## src/rtl/encoder_period_speed_controller_core_defines.svh

```systemverilog
// Assertion macros for the encoder period speed controller.
// Used by the core module; needs nothing else.
`ifndef ENCODER_PERIOD_SPEED_CONTROLLER_CORE_DEFINES_SVH
`define ENCODER_PERIOD_SPEED_CONTROLLER_CORE_DEFINES_SVH

// same-cycle implication, gated off in reset
`define EPSC_ASSERT_NOW(label, clk, rst, ante, cons, msg) \
  label: assert property (@(posedge clk) disable iff (rst) (ante) |-> (cons)) \
    else $error(msg);

// next-cycle implication, gated off in reset
`define EPSC_ASSERT_NEXT(label, clk, rst, ante, cons, msg) \
  label: assert property (@(posedge clk) disable iff (rst) (ante) |=> (cons)) \
    else $error(msg);

`endif

```

## src/rtl/epsc_pkg.sv

```systemverilog
// Shared constants for the encoder period speed controller.
// No dependencies.
`timescale 1ns / 1ps
`default_nettype none

package epsc_pkg;

  localparam int TIME_BITS_DEF = 48;

  localparam int TARGET_W = 8;
  localparam int GAIN_W   = 10;
  localparam int SCALE_W  = 24;
  localparam int A_W      = GAIN_W + TARGET_W;   // gain*target
  localparam int MUL_W    = GAIN_W + SCALE_W;    // gain*scale
  localparam int CNT_W    = $clog2(MUL_W);
  localparam int DUTY_W   = 16;

  localparam int APB_AW = 4;
  localparam int APB_DW = 32;

  // register indexes (paddr[3:2])
  localparam logic [1:0] REG_TARGET = 2'd0;
  localparam logic [1:0] REG_GAIN   = 2'd1;
  localparam logic [1:0] REG_SCALE  = 2'd2;

  localparam logic [TARGET_W-1:0] TARGET_RST = 8'd50;
  localparam logic [GAIN_W-1:0]   GAIN_RST   = 10'd300;
  localparam logic [SCALE_W-1:0]  SCALE_RST  = 24'd500000;
  localparam logic [DUTY_W-1:0]   DUTY_MAX   = 16'hFFFF;

endpackage

`default_nettype wire

```

## src/rtl/encoder_period_speed_controller_core.sv

```systemverilog
// Encoder period speed controller: proportional duty from rising-edge interval.
// Depends on epsc_pkg and encoder_period_speed_controller_core_defines.svh.
//
//  channel   dir  signals                        beat content
//  s_*       in   s_tvalid/s_tready/s_tdata      pin sample + timestamp
//  m_*       out  m_tvalid/m_tready/m_tdata      duty, update flag, level
//  apb       in   psel/penable/pwrite/paddr/...  target, gain, scale regs
//
// A sample that is not a rising edge gives its result in the cycle after accept.
// A rising edge runs two multiplies on one shared multiplier, then a 34-step
// restoring divide (one quotient bit a cycle), and ST_DONE registers the result.
// s_tready is low while the sequencer runs or the output register is full and m_tready is low.
// rst is synchronous; it restores the register defaults and a duty of 65535.
`timescale 1ns / 1ps
`default_nettype none
`include "encoder_period_speed_controller_core_defines.svh"

module encoder_period_speed_controller_core #(
  parameter int TIME_BITS = epsc_pkg::TIME_BITS_DEF
) (
  input  wire                                   clk,
  input  wire                                   rst,
  // s_tdata: [0] pin_level, [TIME_BITS:1] time_us, zero pad to bytes
  input  wire                                   s_tvalid,
  output logic                                  s_tready,
  input  wire  [((TIME_BITS + 1 + 7) / 8)*8-1:0] s_tdata,
  // m_tdata: [15:0] duty_level, [16] duty_updated, [17] level_echo, zero pad
  output logic                                  m_tvalid,
  input  wire                                   m_tready,
  output logic [23:0]                           m_tdata,
  input  wire                                   psel,
  input  wire                                   penable,
  input  wire                                   pwrite,
  input  wire  [epsc_pkg::APB_AW-1:0]           paddr,
  input  wire  [epsc_pkg::APB_DW-1:0]           pwdata,
  output logic [epsc_pkg::APB_DW-1:0]           prdata,
  output logic                                  pready
);

  localparam int MUL_W  = epsc_pkg::MUL_W;
  localparam int A_W    = epsc_pkg::A_W;
  localparam int CNT_W  = epsc_pkg::CNT_W;
  localparam int DUTY_W = epsc_pkg::DUTY_W;
  localparam int Q_W    = MUL_W + 1;

  typedef enum logic [2:0] {
    ST_IDLE,
    ST_MULA,
    ST_MULB,
    ST_DIV,
    ST_DONE
  } state_t;

  state_t state;

  logic [epsc_pkg::TARGET_W-1:0] target_speed;
  logic [epsc_pkg::GAIN_W-1:0]   gain;
  logic [epsc_pkg::SCALE_W-1:0]  speed_scale;

  logic                 previous_level;
  logic [TIME_BITS-1:0] previous_edge_time;
  logic [DUTY_W-1:0]    held_duty;

  logic [TIME_BITS-1:0] dt;
  logic [A_W-1:0]       prod_a;
  logic [MUL_W-1:0]     quo;
  logic [TIME_BITS-1:0] rem;
  logic [CNT_W-1:0]     cnt;
  logic                 cur_level;

  logic [DUTY_W-1:0]    out_duty;
  logic                 out_updated;
  logic                 out_level;

  // ---------------- APB ----------------
  logic cfg_wr;
  assign pready = 1'b1;
  assign cfg_wr = psel && penable && pwrite && pready;

  always_comb begin
    case (paddr[3:2])
      epsc_pkg::REG_TARGET: prdata = 32'(target_speed);
      epsc_pkg::REG_GAIN:   prdata = 32'(gain);
      epsc_pkg::REG_SCALE:  prdata = 32'(speed_scale);
      default:              prdata = '0;
    endcase
  end

  // ---------------- input decode ----------------
  logic                 s_fire;
  logic                 in_level;
  logic [TIME_BITS-1:0] in_time;
  logic                 is_edge;
  logic                 out_load;

  assign s_tready = (state == ST_IDLE) && (!m_tvalid || m_tready);
  assign s_fire   = s_tvalid && s_tready;
  assign in_level = s_tdata[0];
  assign in_time  = s_tdata[TIME_BITS:1];
  assign is_edge  = !previous_level && in_level;
  // output register takes a new beat this cycle
  assign out_load = (state == ST_DONE) || (s_fire && !is_edge);

  // ---------------- shared multiplier ----------------
  logic [epsc_pkg::SCALE_W-1:0] mul_op;
  logic [MUL_W-1:0]             mul_res;

  assign mul_op  = (state == ST_MULA) ? epsc_pkg::SCALE_W'(target_speed) : speed_scale;
  assign mul_res = MUL_W'(gain) * MUL_W'(mul_op);

  // ---------------- divide step ----------------
  logic [TIME_BITS:0]   rem_sh;
  logic [TIME_BITS:0]   rem_diff;
  logic                 rem_ge;
  logic [TIME_BITS-1:0] rem_next;
  logic [MUL_W-1:0]     quo_next;

  assign rem_sh   = {rem, quo[MUL_W-1]};
  assign rem_diff = rem_sh - {1'b0, dt};
  assign rem_ge   = rem_sh >= {1'b0, dt};
  assign rem_next = rem_ge ? rem_diff[TIME_BITS-1:0] : rem_sh[TIME_BITS-1:0];
  assign quo_next = {quo[MUL_W-2:0], rem_ge};

  // ---------------- final saturation ----------------
  logic [Q_W-1:0]    ceil_q;
  logic [Q_W-1:0]    a_ext;
  logic [Q_W-1:0]    duty_diff;
  logic [DUTY_W-1:0] duty_next;

  assign ceil_q    = {1'b0, quo} + Q_W'(rem != '0);
  assign a_ext     = Q_W'(prod_a);
  assign duty_diff = a_ext - ceil_q;

  always_comb begin
    if ((dt == '0) || (ceil_q >= a_ext)) begin
      duty_next = '0;
    end else if (duty_diff > Q_W'(epsc_pkg::DUTY_MAX)) begin
      duty_next = epsc_pkg::DUTY_MAX;
    end else begin
      duty_next = duty_diff[DUTY_W-1:0];
    end
  end

  // ---------------- sequencer ----------------
  always_ff @(posedge clk) begin
    if (rst) begin
      state              <= ST_IDLE;
      m_tvalid           <= 1'b0;
      target_speed       <= epsc_pkg::TARGET_RST;
      gain               <= epsc_pkg::GAIN_RST;
      speed_scale        <= epsc_pkg::SCALE_RST;
      previous_level     <= 1'b0;
      previous_edge_time <= '0;
      held_duty          <= epsc_pkg::DUTY_MAX;
    end else begin
      if (cfg_wr) begin
        case (paddr[3:2])
          epsc_pkg::REG_TARGET: target_speed <= pwdata[epsc_pkg::TARGET_W-1:0];
          epsc_pkg::REG_GAIN:   gain         <= pwdata[epsc_pkg::GAIN_W-1:0];
          epsc_pkg::REG_SCALE:  speed_scale  <= pwdata[epsc_pkg::SCALE_W-1:0];
          default: ;
        endcase
      end

      if (out_load) begin
        m_tvalid <= 1'b1;
      end else if (m_tvalid && m_tready) begin
        m_tvalid <= 1'b0;
      end

      case (state)
        ST_IDLE: begin
          if (s_fire) begin
            previous_level <= in_level;
            cur_level      <= in_level;
            if (is_edge) begin
              dt                 <= in_time - previous_edge_time;
              previous_edge_time <= in_time;
              state              <= ST_MULA;
            end else begin
              out_duty    <= held_duty;
              out_updated <= 1'b0;
              out_level   <= in_level;
            end
          end
        end
        ST_MULA: begin
          prod_a <= mul_res[A_W-1:0];
          state  <= ST_MULB;
        end
        ST_MULB: begin
          quo   <= mul_res;
          rem   <= '0;
          cnt   <= CNT_W'(MUL_W - 1);
          state <= ST_DIV;
        end
        ST_DIV: begin
          quo <= quo_next;
          rem <= rem_next;
          cnt <= cnt - 1'b1;
          if (cnt == '0) begin
            state <= ST_DONE;
          end
        end
        ST_DONE: begin
          held_duty   <= duty_next;
          out_duty    <= duty_next;
          out_updated <= 1'b1;
          out_level   <= cur_level;
          state       <= ST_IDLE;
        end
        default: state <= ST_IDLE;
      endcase
    end
  end

  assign m_tdata = {6'b0, out_level, out_updated, out_duty};

  // ---------------- assertions ----------------
  `EPSC_ASSERT_NEXT(a_edge_starts_seq, clk, rst, s_fire && is_edge,
    state == ST_MULA, "rising edge did not start the sequencer")
  `EPSC_ASSERT_NEXT(a_plain_keeps_duty, clk, rst, s_fire && !is_edge,
    $stable(held_duty) && m_tvalid && !out_updated, "non-edge sample changed duty")
  `EPSC_ASSERT_NOW(a_busy_not_ready, clk, rst, state != ST_IDLE,
    !s_tready, "input accepted while sequencer busy")
  `EPSC_ASSERT_NOW(a_out_empty_in_seq, clk, rst, state == ST_DONE,
    !m_tvalid, "output register full when duty result lands")
  `EPSC_ASSERT_NEXT(a_done_updates, clk, rst, state == ST_DONE,
    m_tvalid && out_updated && (out_duty == held_duty), "edge result not flagged")

endmodule

`default_nettype wire
```

## config.mk

```make
export PLATFORM = sky130hd
export DESIGN_NAME = encoder_period_speed_controller_core
export DESIGN_NICKNAME = d
export VERILOG_FILES = /design/src/rtl/epsc_pkg.sv /design/src/rtl/encoder_period_speed_controller_core.sv
export VERILOG_INCLUDE_DIRS = /design/src /design/src/rtl
export SDC_FILE = /design/constraint.sdc
export NUM_CORES = 1
export LEC_CHECK = 0
export ABC_AREA = 0
export BUFFER_PORTS_ARGS = -buffer_cell sky130_fd_sc_hd__buf_2
export CAP_MARGIN = 30
export CELL_PAD_IN_SITES_DETAIL_PLACEMENT = 2
export CELL_PAD_IN_SITES_GLOBAL_PLACEMENT = 2
export CORE_MARGIN = 1.5
export CORE_UTILIZATION = 39
export CTS_CLUSTER_DIAMETER = 50
export DETAILED_ROUTE_END_ITERATION = 16
export MAX_ROUTING_LAYER = met4
export PLACE_DENSITY = 0.85
export SYNTH_ARGS = -nofsm -noshare
export SYNTH_HDL_FRONTEND = slang
export SYNTH_SLANG_ARGS = --single-unit
```

## constraint.sdc

```tcl
create_clock -name clk -period 8.2 [get_ports clk]
set_input_delay 0.41 -clock clk [delete_from_list [all_inputs] [get_ports clk]]
set_output_delay 0.41 -clock clk [all_outputs]
set_load 0.03 [all_outputs]
```

==> results by group <==
Floorplan
  – Num ports: 158
  – Standard-cell rows: 94
  – Horizontal die dimension: 262 microns
  – Area inside the core boundary: 0.0662 sq mm
  – Starting density of the core: 0.396
  – Die Area: 0.0688 sq mm
  – Die extent in y: 262 microns

CTS
  – Cts bufs inserted: 49
  – Number of buffers between clock root and the deepest sink: 3
  – Number of levels in the clock H-tree: 2
  – Number of gates given a new drive strength after cts: 0
  – Worst-skew pair later-pin latency: 0.60 ns
  – Count of hold buffers inserted by post-cts repair: 0
  – CTS tree: done
  – Sinks on Clock Net: 284
  – Root buffer selected by CTS: sky130_fd_sc_hd__clkbuf_16
  – Buffer count from post-CTS setup fixing: 0
  – Clock-pin slew reported for the worst setup and hold paths after clock tree synthesis: 0.06 ns

Synth
  – Synthesized netlist cell count: 3078
  – Dominant cells by area after synthesis: sky130_fd_sc_hd__edfxtp_1, sky130_fd_sc_hd__fa_1, sky130_fd_sc_hd__ha_1
  – Number of synthesized flops with an enable pin: 173
  – Share of synthesized registers carrying an async set or reset: 0
  – Largest area contributor in the synthesized netlist: sky130_fd_sc_hd__edfxtp_1
  – Seq/Total Area, Yosys: 0.283
  – Area of the mapped netlist: 0.0262 sq mm
  – Synth warn: 0
  – Main flop type after synthesis: sky130_fd_sc_hd__edfxtp_1
  – Average cell area after synthesis: 8.52 sq um
  – Synthesized flop and latch total: 284
  – Area share of the largest cell type after synthesis: 0.198
  – Distinct cell type count of the synthesized netlist: 73

STA
  – Min cycle time layout: 7.80 ns
  – Setup Total Neg Slack: 0 ns
  – Setup Viol. Count Final: 0
  – Worst slew slack as a fraction of its limit: 0.308
  – Setup repair after global routing missed its margin: false
  – Pin slew with the least headroom to its limit: 1.03 ns
  – Final critical-path setup slack: 0.397 ns
  – Final-report max-slew violation count: 0
  – Fmax: 128 MHz
  – Number of hold violations in the final report: 0
  – Clock tree skew after final layout: 0.0277 ns
  – Part of the cycle the worst path needs: 0.952

Global route
  – Wire length of the first global-routing pass: 157 mm
  – Routing usage on met1: 0.368
  – Grt total ovfl: 0
  – Total Routing Usage GR: 0.295
  – Fraction of met2 tracks used by global routing: 0.512
  – Antenna violations before repair: 1
  – Top Usage Layer GRT: met2
  – Largest net degree at the start of global routing: 80
  – Number of global-route vias before repair: 27100
  – Met3 usage in global routing: 0.0287

Flow run
  – Total of max-cap violations: 0

Placed design
  – Port Buf Inserts: 125
  – Last weighted congestion value of the routability-driven placer: 0.914
  – Hpwl dp: 74.1 mm
  – Placement Setup Slack: 0.280 ns

Cells and area
  – Synth-to-layout area growth: 12.3%
  – Final Net Count: 3602
  – Storage cell area: 0.00742 sq mm
  – Leading cell type in the layout, fill and taps excluded: sky130_fd_sc_hd__nand2_1
  – Commonest cells after routing, fill and taps aside: sky130_fd_sc_hd__nand2_1, sky130_fd_sc_hd__inv_1, sky130_fd_sc_hd__a21oi_1
  – Fraction of final layout cells with drive strength greater than 1: 0.0919
  – Count of inserted antenna diode cells: 0
  – FILL cells: 7236
  – Combined area of the multi-input logic cells: 0.0171 sq mm

Pwr
  – P per Cell Area: 244 mW/mm^2
  – Largest vdd supply drop: 170 uV
  – Leakage Power: 12.8 nW
  – Power, Total: 7.19 mW

Worst setup path
  – Crit path max fanout: 18
  – Endpoint type of the worst setup path: flip-flop
  – CP Launch Type: flip-flop
  – Critical Path AT: 8.13 ns
  – CP required: 8.53 ns
  – Crit Path Class: reg -> reg

Drt
  – Total iterations of the first detailed-routing run: 6
  – First-iteration detailed-routing DRC count: 1262
  – Vias after detailed routing: 23800
  – Count of nets left with antenna violations after detail routing: 0
  – Total Wirelength: 98.4 mm
  – Drt drc: 0
  – Drt wl/cell: 24.3 microns
  – Avg Vias per Cell: 5.88

Outcome
  – Outcome: completed

Min path
  – Tightest Hold Check Type: in -> reg
## registers in the layout, summed over array words and instances, names as in the netlist
| signal | flops |
|---|---|
| held_duty | 16 |
| m_tvalid | 1 |
| rem | 48 |
| cur_level | 1 |
| dt | 48 |
| target_speed | 8 |
| previous_level | 1 |
| cnt | 6 |
| quo | 34 |
| out_duty | 16 |
| out_level | 1 |
| state | 3 |
| prod_a | 18 |
| speed_scale | 24 |
| out_updated | 1 |
| gain | 10 |
| previous_edge_time | 48 |
## cell families (layout without fill, tap and decap cells)
| logic type | after synthesis | count (layout) | synth area share |
|---|---|---|---|
| AOI/OAI and AO/OA | 675 | 675 | 0.156 |
| xor gates and xnor gates | 149 | 149 | 0.0497 |
| adders and majority gates | 363 | 363 | 0.224 |
| buffers and inverters | 479 | 566 | 0.0720 |
| DFF | 284 | 284 | 0.283 |
| muxes | 32 | 32 | 0.0127 |
| other | 2 | 15 | 0.000286 |
| and+or+nand+nor | 1094 | 1094 | 0.203 |
## worst max-delay path: stages, from the launching register on
cell and delay, ns:
sky130_fd_sc_hd__dfxtp_1 0.49, sky130_fd_sc_hd__inv_1 0.16, sky130_fd_sc_hd__nand3_4 0.29, sky130_fd_sc_hd__buf_4 0.30
sky130_fd_sc_hd__and2_0 0.41, sky130_fd_sc_hd__nand2_1 0.16, sky130_fd_sc_hd__fa_1 0.57, sky130_fd_sc_hd__inv_1 0.07
sky130_fd_sc_hd__fa_1 0.51, sky130_fd_sc_hd__inv_1 0.05, sky130_fd_sc_hd__fa_1 0.50, sky130_fd_sc_hd__inv_1 0.07
sky130_fd_sc_hd__fa_1 0.55, sky130_fd_sc_hd__inv_1 0.06, sky130_fd_sc_hd__fa_1 0.54, sky130_fd_sc_hd__inv_1 0.04
sky130_fd_sc_hd__ha_1 0.38, sky130_fd_sc_hd__a21oi_1 0.19, sky130_fd_sc_hd__o21ai_0 0.21, sky130_fd_sc_hd__o31ai_1 0.38
sky130_fd_sc_hd__o211ai_1 0.22, sky130_fd_sc_hd__o311ai_0 0.43, sky130_fd_sc_hd__nand4b_1 0.23, sky130_fd_sc_hd__a211o_1 0.30
sky130_fd_sc_hd__a21oi_1 0.17, sky130_fd_sc_hd__xnor2_1 0.16, sky130_fd_sc_hd__o21ai_0 0.10
## metrics by stage
stage	utilization	instance area, sq um	std cells	hold slack, ns
floorplan	-	26300	3091	0.436
global placement	0.417	27600	3945	0.441
detailed placement	0.418	27700	3951	0.451
CTS	0.444	29400	4040	0.0100
global route	0.445	29500	4042	0.0275
finish	0.445	29500	4042	0.0306
## synth_stat cells, types with 26 or more instances
master and number:
sky130_fd_sc_hd__a211oi_1 26, sky130_fd_sc_hd__a21o_1 68, sky130_fd_sc_hd__a21oi_1 294, sky130_fd_sc_hd__and2_1 83, sky130_fd_sc_hd__and3_1 90, sky130_fd_sc_hd__clkbuf_1 136
sky130_fd_sc_hd__dfxtp_1 111, sky130_fd_sc_hd__edfxtp_1 173, sky130_fd_sc_hd__fa_1 177, sky130_fd_sc_hd__ha_1 186, sky130_fd_sc_hd__inv_1 312, sky130_fd_sc_hd__nand2_1 468
sky130_fd_sc_hd__nand3_1 75, sky130_fd_sc_hd__nand4_1 29, sky130_fd_sc_hd__nor2_1 134, sky130_fd_sc_hd__nor2b_1 31, sky130_fd_sc_hd__nor3_1 54, sky130_fd_sc_hd__nor4_1 35
sky130_fd_sc_hd__o21a_1 26, sky130_fd_sc_hd__o21ai_0 119, sky130_fd_sc_hd__xnor2_1 88, sky130_fd_sc_hd__xor2_1 61
## routing by layer
layer | up-vias | part of all wire | routed length [microns]
li1 | 10700 | - | -
met1 | 12300 | 0.43 | 42400
met2 | 623 | 0.50 | 49500
met3 | 184 | 0.041 | 3990
met4 | 0 | 0.026 | 2520
met5 | - | 0 | 0
## final cells by class
type / count / share of cell area
sequential: 284 / 0.252
tap: 864 / 0.0367
inverter: 312 / 0.0397
timing repair buffer: 165 / 0.0354
multi-input combinational: 2328 / 0.579
clock inverter: 30 / 0.0128
clock buffer: 59 / 0.0450
## final timing paths
kind                            slack (ns)                                  end                                start  depth (start not counted)
worst max-delay path                  0.40                    quo[33]$_DFFE_PP_                state[1]$_SDFFE_PP0P_                         26
worst min-delay path                  0.03         speed_scale[15]$_SDFFE_PP1P_                           pwdata[15]                          3
worst min register to register        0.45  previous_edge_time[37]$_SDFFE_PP0P_  previous_edge_time[37]$_SDFFE_PP0P_                          2
worst max register to register        0.40                    quo[33]$_DFFE_PP_                state[1]$_SDFFE_PP0P_                         26
## power by group
part,switching [mW],internal (mW),total [mW]
sequential,0.117,1.74,1.86
clock,0.801,1.38,2.18
combinational,1.96,1.19,3.15
Note: power is estimated with default switching activity, not from simulation.
